### config.mk
export PLATFORM = sky130hd
export DESIGN_NAME = sm3_hash_engine_unit
export DESIGN_NICKNAME = d
export VERILOG_FILES = /design/src/design/sm3_pkg.sv /design/src/design/sm3_buf_ram.sv /design/src/design/sm3_round.sv /design/src/design/sm3_hash_engine_unit.sv
export SDC_FILE = /design/constraint.sdc
export NUM_CORES = 2
export LEC_CHECK = 0
export CAP_MARGIN = 15
export CORE_UTILIZATION = 58
export DETAILED_ROUTE_END_ITERATION = 8
export DONT_BUFFER_PORTS = 1
export GPL_ROUTABILITY_DRIVEN = 0
export PLACE_DENSITY_LB_ADDON = 0.2
export SLEW_MARGIN = 20
export SYNTH_ARGS = -nofsm -noshare
export SYNTH_HDL_FRONTEND = slang
export SYNTH_SLANG_ARGS = --single-unit
### constraint.sdc
create_clock -name clk -period 15.99 [get_ports clk]
set_input_delay 4.797 -clock clk [delete_from_list [all_inputs] [get_ports clk]]
set_output_delay 4.797 -clock clk [all_outputs]
set_load 0.05 [all_outputs]
### src/design/sm3_pkg.sv
// ----------------------------------------------------------------------------
// SM3 package
// Shared types, constants and round helper functions of the SM3 hash engine.
// ----------------------------------------------------------------------------
`default_nettype none
package sm3_pkg;

  localparam logic [31:0] T_LOW  = 32'h79cc4519;
  localparam logic [31:0] T_HIGH = 32'h7a879d8a;
  localparam logic [7:0]  PAD_BYTE = 8'h80;

  typedef logic [31:0] word_t;

  typedef enum logic [2:0] {
    ST_IDLE,
    ST_LOAD,
    ST_ROUND,
    ST_FOLD,
    ST_EMIT
  } state_t;

  function automatic word_t iv_word(input logic [2:0] i);
    word_t w;
    unique case (i)
      3'd0: w = 32'h7380166f;
      3'd1: w = 32'h4914b2b9;
      3'd2: w = 32'h172442d7;
      3'd3: w = 32'hda8a0600;
      3'd4: w = 32'ha96f30bc;
      3'd5: w = 32'h163138aa;
      3'd6: w = 32'he38dee4d;
      default: w = 32'hb0fb0e4e;
    endcase
    return w;
  endfunction

  function automatic word_t rotl(input word_t x, input logic [4:0] n);
    logic [63:0] d;
    d = {x, x} << n;
    return d[63:32];
  endfunction

  function automatic word_t perm0(input word_t x);
    return x ^ rotl(x, 5'd9) ^ rotl(x, 5'd17);
  endfunction

  function automatic word_t perm1(input word_t x);
    return x ^ rotl(x, 5'd15) ^ rotl(x, 5'd23);
  endfunction

endpackage
`default_nettype wire

### src/design/sm3_buf_ram.sv
// ----------------------------------------------------------------------------
// SM3 block buffer
// 16 x 32-bit word memory holding the message block, with a registered read port.
// ----------------------------------------------------------------------------
`default_nettype none
module sm3_buf_ram
  import sm3_pkg::*;
(
  input  wire        clk,
  input  wire        we,
  input  wire [3:0]  waddr,
  input  word_t      wdata,
  input  wire [3:0]  raddr,
  output word_t      rdata
);
  word_t mem [16];

  always_ff @(posedge clk) begin
    if (we) begin
      mem[waddr] <= wdata;
    end
    rdata <= mem[raddr];
  end
endmodule
`default_nettype wire

### src/design/sm3_round.sv
// ----------------------------------------------------------------------------
// SM3 round unit
// Holds A..H and the 16-word expansion window; performs one round per cycle while step is high.
// ----------------------------------------------------------------------------
`default_nettype none
module sm3_round
  import sm3_pkg::*;
(
  input  wire        clk,
  input  wire        load_en,    // shift a fresh block word into the window
  input  word_t      load_word,
  input  wire        init,       // copy chain value into A..H
  input  word_t      cv [8],
  input  wire        step,
  input  wire [5:0]  j,
  output word_t      regs [8]
);
  word_t w [16];   // w[0] is W[j]
  word_t r [8];
  word_t wj, wpj, tj, a12, ss1, ss2, tt1, tt2, ff, gg, nw;

  assign regs = r;

  always_comb begin
    wj  = w[0];
    wpj = wj ^ w[4];
    tj  = (j < 6'd16) ? T_LOW : T_HIGH;
    a12 = rotl(r[0], 5'd12);
    ss1 = rotl(a12 + r[4] + rotl(tj, j[4:0]), 5'd7);
    ss2 = ss1 ^ a12;
    if (j < 6'd16) begin
      ff = r[0] ^ r[1] ^ r[2];
      gg = r[4] ^ r[5] ^ r[6];
    end else begin
      ff = (r[0] & r[1]) | (r[0] & r[2]) | (r[1] & r[2]);
      gg = (r[4] & r[5]) | (~r[4] & r[6]);
    end
    tt1 = ff + r[3] + ss2 + wpj;
    tt2 = gg + r[7] + ss1 + wj;
    nw  = perm1(wj ^ w[7] ^ rotl(w[13], 5'd15)) ^ rotl(w[3], 5'd7) ^ w[10];
  end

  always_ff @(posedge clk) begin
    if (load_en) begin
      for (int k = 0; k < 15; k++) w[k] <= w[k+1];
      w[15] <= load_word;
    end else if (step) begin
      for (int k = 0; k < 15; k++) w[k] <= w[k+1];
      w[15] <= nw;
    end
    if (init) begin
      r <= cv;
    end else if (step) begin
      r[3] <= r[2];
      r[2] <= rotl(r[1], 5'd9);
      r[1] <= r[0];
      r[0] <= tt1;
      r[7] <= r[6];
      r[6] <= rotl(r[5], 5'd19);
      r[5] <= r[4];
      r[4] <= perm0(tt2);
    end
  end
endmodule
`default_nettype wire

### src/design/sm3_hash_engine_unit.sv
// ----------------------------------------------------------------------------
// SM3 hash engine
// Byte-stream SM3 hash with padding and eight-word digest output.
// ----------------------------------------------------------------------------
// Usage: send message bytes on s_axis; tdata[7:0] is the byte, tuser[0] marks
// that a byte is present, tlast marks the final request of the message.
// Bytes are packed into 32-bit words and written to the block memory;
// requests are taken only in the idle state. When a block of 64 bytes is full
// the core loads 16 words from the memory, runs 64 rounds at one per cycle and
// folds into the chain value; no byte is taken while a block is processed.
// On the last request the core pads in the memory, runs one or two final
// blocks and then presents eight digest words on m_axis, word 0 first, tuser
// carrying the index and tlast set on word 7. A stall on m_axis holds the
// current word; no request is taken until the digest has been delivered.
// Reset returns the initial value, empty message.
`default_nettype none
module sm3_hash_engine_unit
  import sm3_pkg::*;
(
  input  wire         clk,
  input  wire         rst,
  input  wire         s_axis_tvalid,
  output logic        s_axis_tready,
  input  wire  [7:0]  s_axis_tdata,   // [7:0] msg_byte
  input  wire  [0:0]  s_axis_tuser,   // [0] byte_present
  input  wire         s_axis_tlast,   // is_last
  output logic        m_axis_tvalid,
  input  wire         m_axis_tready,
  output logic [31:0] m_axis_tdata,   // [31:0] digest_word
  output logic [2:0]  m_axis_tuser,   // [2:0] word_index
  output logic        m_axis_tlast    // last_word
);
  state_t state, state_next;
  word_t  cv [8];
  word_t  regs [8];
  word_t  acc;          // partial word being assembled
  logic [5:0]  pos;     // byte position in block
  logic [63:0] bitlen;
  logic [6:0]  cnt;     // load / round counter
  logic        final_run, need_second, pad_done, pad_mode;
  logic [3:0]  pad_idx;
  logic [2:0]  oidx;

  // memory port
  logic  we;
  logic [3:0] waddr, raddr;
  word_t wdata, rdata;

  logic take, byte_in, load_en, init, step;
  word_t acc_new;

  sm3_buf_ram u_ram (
    .clk(clk), .we(we), .waddr(waddr), .wdata(wdata), .raddr(raddr), .rdata(rdata)
  );

  sm3_round u_round (
    .clk(clk), .load_en(load_en), .load_word(rdata), .init(init), .cv(cv),
    .step(step), .j(cnt[5:0]), .regs(regs)
  );

  assign take    = s_axis_tvalid && s_axis_tready;
  assign byte_in = take && s_axis_tuser[0];

  always_comb begin
    unique case (pos[1:0])
      2'd0: acc_new = {s_axis_tdata, 24'd0};
      2'd1: acc_new = {acc[31:24], s_axis_tdata, 16'd0};
      2'd2: acc_new = {acc[31:16], s_axis_tdata, 8'd0};
      default: acc_new = {acc[31:8], s_axis_tdata};
    endcase
  end

  // next state
  always_comb begin
    state_next = state;
    unique case (state)
      ST_IDLE: begin
        if (byte_in && pos == 6'd63) state_next = ST_LOAD;
        else if (take && s_axis_tlast) state_next = ST_LOAD;
      end
      ST_LOAD:  if (pad_done && cnt == 7'd16) state_next = ST_ROUND;
      ST_ROUND: if (cnt == 7'd63) state_next = ST_FOLD;
      ST_FOLD: begin
        if (!final_run) state_next = ST_IDLE;
        else if (need_second) state_next = ST_LOAD;
        else state_next = ST_EMIT;
      end
      ST_EMIT: if (m_axis_tready && oidx == 3'd7) state_next = ST_IDLE;
      default: state_next = ST_IDLE;
    endcase
  end

  // outputs and memory control
  always_comb begin
    s_axis_tready = (state == ST_IDLE);
    m_axis_tvalid = (state == ST_EMIT);
    m_axis_tdata  = cv[oidx];
    m_axis_tuser  = oidx;
    m_axis_tlast  = (oidx == 3'd7);
    we = 1'b0; waddr = pos[5:2]; wdata = acc_new;
    raddr = cnt[3:0];
    load_en = 1'b0; init = 1'b0; step = 1'b0;
    if (state == ST_IDLE && byte_in && pos[1:0] == 2'd3) we = 1'b1;
    if (state == ST_LOAD) begin
      if (!pad_done) begin
        // write padding words
        we = 1'b1;
        waddr = pad_idx;
        if (pad_mode && pad_idx == 4'd14) wdata = bitlen[63:32];
        else if (pad_mode && pad_idx == 4'd15) wdata = bitlen[31:0];
        else if (pad_idx == pos[5:2] && !pad_mode)
          wdata = acc;
        else if (pad_idx == pos[5:2] && pad_mode && !need_second)
          wdata = acc;
        else wdata = 32'd0;
        raddr = 4'd0;
      end else begin
        load_en = (cnt != 7'd0);
        init = (cnt == 7'd16);
      end
    end
    if (state == ST_ROUND) step = 1'b1;
  end

  always_ff @(posedge clk) begin
    if (rst) begin
      state <= ST_IDLE;
      for (int k = 0; k < 8; k++) cv[k] <= iv_word(3'(k));
      pos <= 6'd0; bitlen <= 64'd0; cnt <= 7'd0; oidx <= 3'd0;
      final_run <= 1'b0; need_second <= 1'b0; pad_done <= 1'b1;
      pad_mode <= 1'b0; pad_idx <= 4'd0; acc <= '0;
    end else begin
      state <= state_next;
      unique case (state)
        ST_IDLE: begin
          cnt <= 7'd0;
          if (take) begin
            logic [5:0] p;
            logic [63:0] bl;
            word_t a;
            p = pos; bl = bitlen; a = acc;
            if (s_axis_tuser[0]) begin
              a = acc_new;
              p = pos + 6'd1;
              bl = bitlen + 64'd8;
            end
            if (s_axis_tlast) begin
              final_run <= 1'b1;
              // place the pad byte into the partial word
              unique case (p[1:0])
                2'd0: a = {PAD_BYTE, 24'd0};
                2'd1: a = {a[31:24], PAD_BYTE, 16'd0};
                2'd2: a = {a[31:16], PAD_BYTE, 8'd0};
                default: a = {a[31:8], PAD_BYTE};
              endcase
              if (p == 6'd0 && s_axis_tuser[0] && pos == 6'd63) begin
                // full block first, pad word 0 afterwards
                need_second <= 1'b1;
                pad_done <= 1'b1;
                pad_mode <= 1'b0;
                pad_idx <= 4'd0;
              end else begin
                need_second <= (p >= 6'd56);
                pad_mode <= (p < 6'd56);
                pad_done <= 1'b0;
                pad_idx <= p[5:2];
              end
            end else begin
              final_run <= 1'b0;
              pad_done <= 1'b1;
            end
            acc <= a; pos <= p; bitlen <= bl;
          end
        end
        ST_LOAD: begin
          if (!pad_done) begin
            if (pad_idx == 4'd15) pad_done <= 1'b1;
            pad_idx <= pad_idx + 4'd1;
          end else begin
            cnt <= (cnt == 7'd16) ? 7'd0 : cnt + 7'd1;
          end
        end
        ST_ROUND: cnt <= (cnt == 7'd63) ? 7'd0 : cnt + 7'd1;
        ST_FOLD: begin
          for (int k = 0; k < 8; k++) cv[k] <= cv[k] ^ regs[k];
          if (final_run && need_second) begin
            // second block: pad word at pos if not yet written, length at end
            need_second <= 1'b0;
            pad_mode <= 1'b1;
            pad_done <= 1'b0;
            pad_idx <= 4'd0;
            if (pos != 6'd0) acc <= 32'd0;
            pos <= 6'd0;
          end
          oidx <= 3'd0;
        end
        ST_EMIT: begin
          if (m_axis_tready) begin
            oidx <= oidx + 3'd1;
            if (oidx == 3'd7) begin
              for (int k = 0; k < 8; k++) cv[k] <= iv_word(3'(k));
              bitlen <= 64'd0; pos <= 6'd0; final_run <= 1'b0;
            end
          end
        end
        default: ;
      endcase
    end
  end

  a_no_take_busy: assert property (@(posedge clk) disable iff (rst)
    (state != ST_IDLE) |-> !s_axis_tready)
    else $error("request taken while busy");
  a_emit_only: assert property (@(posedge clk) disable iff (rst)
    m_axis_tvalid |-> final_run)
    else $error("digest without final block");
  a_round_count: assert property (@(posedge clk) disable iff (rst)
    (state == ST_ROUND && cnt == 7'd63) |=> (state == ST_FOLD))
    else $error("round loop did not end at 64");
endmodule
`default_nettype wire

==> metrics.yaml <==
setup_path:
  setup.worst_path.start_class: "flip-flop"
  critPathMaxStageDelay_ns: 0.96
  worstPathArrival_ns: 11.15
  crit_path_end_kind: "flip-flop"
  crit_fanout: 47
  timing.critical_path.slowest_stage_cell: "sky130_fd_sc_hd__dfxtp_2"
  setup.worst_path.class: "flip-flop to flip-flop"
  worst_ep_required_time_ns: 16.50
logic_synthesis:
  synth_most_common_cell: "sky130_fd_sc_hd__edfxtp_1"
  yosysUniqueCellTypes: 91
  synth_commonest_cells: "1280 x sky130_fd_sc_hd__edfxtp_1, 904 x sky130_fd_sc_hd__nand2_1, 432 x sky130_fd_sc_hd__nor2_1"
  synth_top_area_cell: "sky130_fd_sc_hd__edfxtp_1"
  synth_top_area_share_pct: 48.1
  syn-num-nets: 6798
  async_flop_share_pct: 0
  ys_seq_area_share_pct: 58.3
  post_synth_main_area_contributors: "sky130_fd_sc_hd__edfxtp_1 48%, sky130_fd_sc_hd__dfxtp_1 10%, sky130_fd_sc_hd__mux4_2 5.4%"
  synth_edf_count: 1280
  synth.yosys.warnings: 0
  flops_latches_synth: 1688
  syn_avg_cell_area_um2: 12.3
  syn-instance-count: 6489
  mappedNetlistArea_um2: 80000
  synth_top_flop_cell: "sky130_fd_sc_hd__edfxtp_1"
floorplanning:
  initial_core_util_pct: 58.7
  fp.coreArea_um2: 136000
  die_height_um: 373
  die_area_um2: 139000
  die_width_um: 373
  ioPinCount: 52
  row_count: 135
finish:
  fin_area_um2: 87800
  post_route_cells_drive_above_1_share_pct: 10.9
  num_antenna_cells: 0
  finish.net_count: 6738
  num-fill-cells: 10000
  multi_input_area_um2: 31200
  area.growth.synth_to_final_pct: 9.81
  final-seq-area_um2: 46600
timing:
  skew_ns: 0.0641
  finalHoldViolCount: 0
  fmaxAchievable_mhz: 93.9
  grt_setup_unrepaired: "false"
  min_period_ns: 10.65
  tightest_slew_ns: 1.22
  drv_slew: 0
  final.period_utilization_pct: 66.6
  timing.final.setup_violations: 0
  slew-limit-headroom_pct: 18.7
  tns_ns: 0
grt:
  grt_pass1_vias: 49100
  grt_util_all_layers_pct: 31.5
  met1_usage_pct: 42.9
  antenna_violations_before_repair: 8
  global_route.usage.met3_pct: 6.16
  use_met2_pct: 47.7
  wire_length_of_the_first_global_routing_pass_mm: 324
  top_usage_layer: "met2"
  largest_net_degree_at_the_start_of_global_routing: 240
  grt_remaining_overflow: 0
cts:
  setup_fix_buffers_added_after_clock_tree_synthesis: 0
  cts.htree.levels: 4
  clock_tree.root_cell: "sky130_fd_sc_hd__clkbuf_16"
  cts_buffer_depth: 3
  tritoncts_clock_tree: "built"
  path_clk_slew_ns: 0.06
  holdBufCountCts: 0
  insertion_delay_ns: 0.82
  cts-buffers-inserted: 171
  postCtsResizedCells: 0
  cts.sinks: 1688
drt:
  drt_iter0_drc: 6638
  routed_wirelength_mm: 221
  drt_pass1_iterations: 8
  wl_per_cell_um: 26.4
  post_drt_via_cell_ratio: 6.22
  ant_nets_after_route: 0
  drc: 0
  vias: 52000
pwr:
  power.ir.vdd_worst_v: 0.000116
  combinationalPowerShare_pct: 16.7
  switchingPower_mw: 2.88
  power.clock.fraction_pct: 38.4
  switching_share_pct: 26.5
  static-leakage-power_nw: 31.2
  power.density_nw_per_um2: 123
  power.sequential.fraction_pct: 44.8
  internal_power_mw: 7.96
run:
  maxcap_violations: 0
place:
  place.port_buffers: 0
  placed_cell_area_um2: 81900
  dpl.hpwl_mm: 150
outcome:
  outcome: "finished clean"
hold_path:
  min_path_type: "flip-flop to flip-flop"
-- cell families after synthesis --
family | Yosys count | synth area share [%]
AO/OA/AOI/OAI | 1096 | 8.01
flip-flops | 1688 | 58.3
buffers and inverters | 640 | 3.04
AND/OR/NAND/NOR | 1768 | 9.50
XOR/XNOR | 625 | 6.92
multiplexers | 376 | 7.84
adder cells (fa/ha/maj) | 296 | 6.39
-- through the flow --
stage	instances	worst slack [ns]	hold slack, ns	util, %	total power [mW]
after floorplan	6489	0.997	0.400	-	6.25
after global placement	8036	5.83	0.400	60.1	6.67
after global routing	8355	4.80	0.419	64.5	11.2
after detailed placement	8036	5.71	0.405	60.1	6.72
final	8355	5.34	0.406	64.5	10.8
after CTS	8354	5.63	0.397	64.5	10.8
-- power groups by stage --
stage          clock network, mW  registers [mW]  logic, mW
6_report                    4.16            4.86       1.81
5_1_grt                     4.39            4.86       1.94
4_1_cts                     4.21            4.86       1.77
3_5_place_dp                   0            4.95       1.77
3_3_place_gp                   0            4.95       1.72
2_1_floorplan                  0            4.96       1.30
-- flip-flops by register name, indices dropped and copies added, names as in the netlist --
name          flops
u_ram.mem       512
u_round.w       512
cv              256
u_round.regs    256
bitlen           61
acc              32
u_ram.rdata      32
cnt               7
pos               6
pad_idx           4
m_axis_tuser      3
state             3
final_run         1
need_second       1
pad_done          1
pad_mode          1
-- worst max-delay path: cells and delay by family (launching register included) --
family / cells / cell delay (ns)
adder cells (fa/ha/maj): 6 / 2.54
AO/OA/AOI/OAI: 14 / 3.33
flip-flops: 1 / 0.96
buffers and inverters: 4 / 0.77
multiplexers: 2 / 0.64
AND/OR/NAND/NOR: 6 / 0.85
XOR/XNOR: 3 / 1.21
-- path summary, 6_finish.rpt --
path                            cells past startpoint                         from                     endpoint  slack (ns)
worst max-delay path                               35          cnt[4]$_SDFFE_PP0P_  u_round.regs[112]$_DFFE_PP_        5.34
worst max register to register                     35          cnt[4]$_SDFFE_PP0P_  u_round.regs[112]$_DFFE_PP_        5.34
worst min-delay path                                0  u_round.w[0][197]$_DFFE_PP_  u_round.w[0][165]$_DFFE_PP_        0.41
worst min register to register                      0  u_round.w[0][197]$_DFFE_PP_  u_round.w[0][165]$_DFFE_PP_        0.41
-- final cells by class --
class	count	area share, %
Sequential cell	1688	53.1
Clock buffer	228	5.32
Inverter	326	1.40
Clock inverter	90	1.37
Tap cell	1781	2.54
Timing Repair Buffer	81	0.772
Multi-Input combinational cell	4161	35.5
-- layout by cell type, fill, tap and decap left out, types with 147 or more instances in the layout --
cell,netlist,layout
sky130_fd_sc_hd__o21ai_0,421,419
sky130_fd_sc_hd__dfxtp_1,408,401
sky130_fd_sc_hd__nor2_1,432,411
sky130_fd_sc_hd__nand2_1,904,899
sky130_fd_sc_hd__edfxtp_1,1280,1280
sky130_fd_sc_hd__fa_1,188,188
sky130_fd_sc_hd__inv_1,323,323
sky130_fd_sc_hd__and3_1,148,147
sky130_fd_sc_hd__xnor2_1,377,376
sky130_fd_sc_hd__mux4_2,192,192
sky130_fd_sc_hd__xor2_1,242,242
sky130_fd_sc_hd__a21oi_1,355,347
sky130_fd_sc_hd__clkbuf_16,0,172
-- layer usage --
layer  share of wire, %  up-vias  routed length, um
met1                 39    25900              86300
met4                6.5        8              14500
met3                9.1      526              20100
met5              0.029        -                 64
met2                 45     2572              99900
li1                   -    23000                  -
Power figures use the tool's default switching activity.
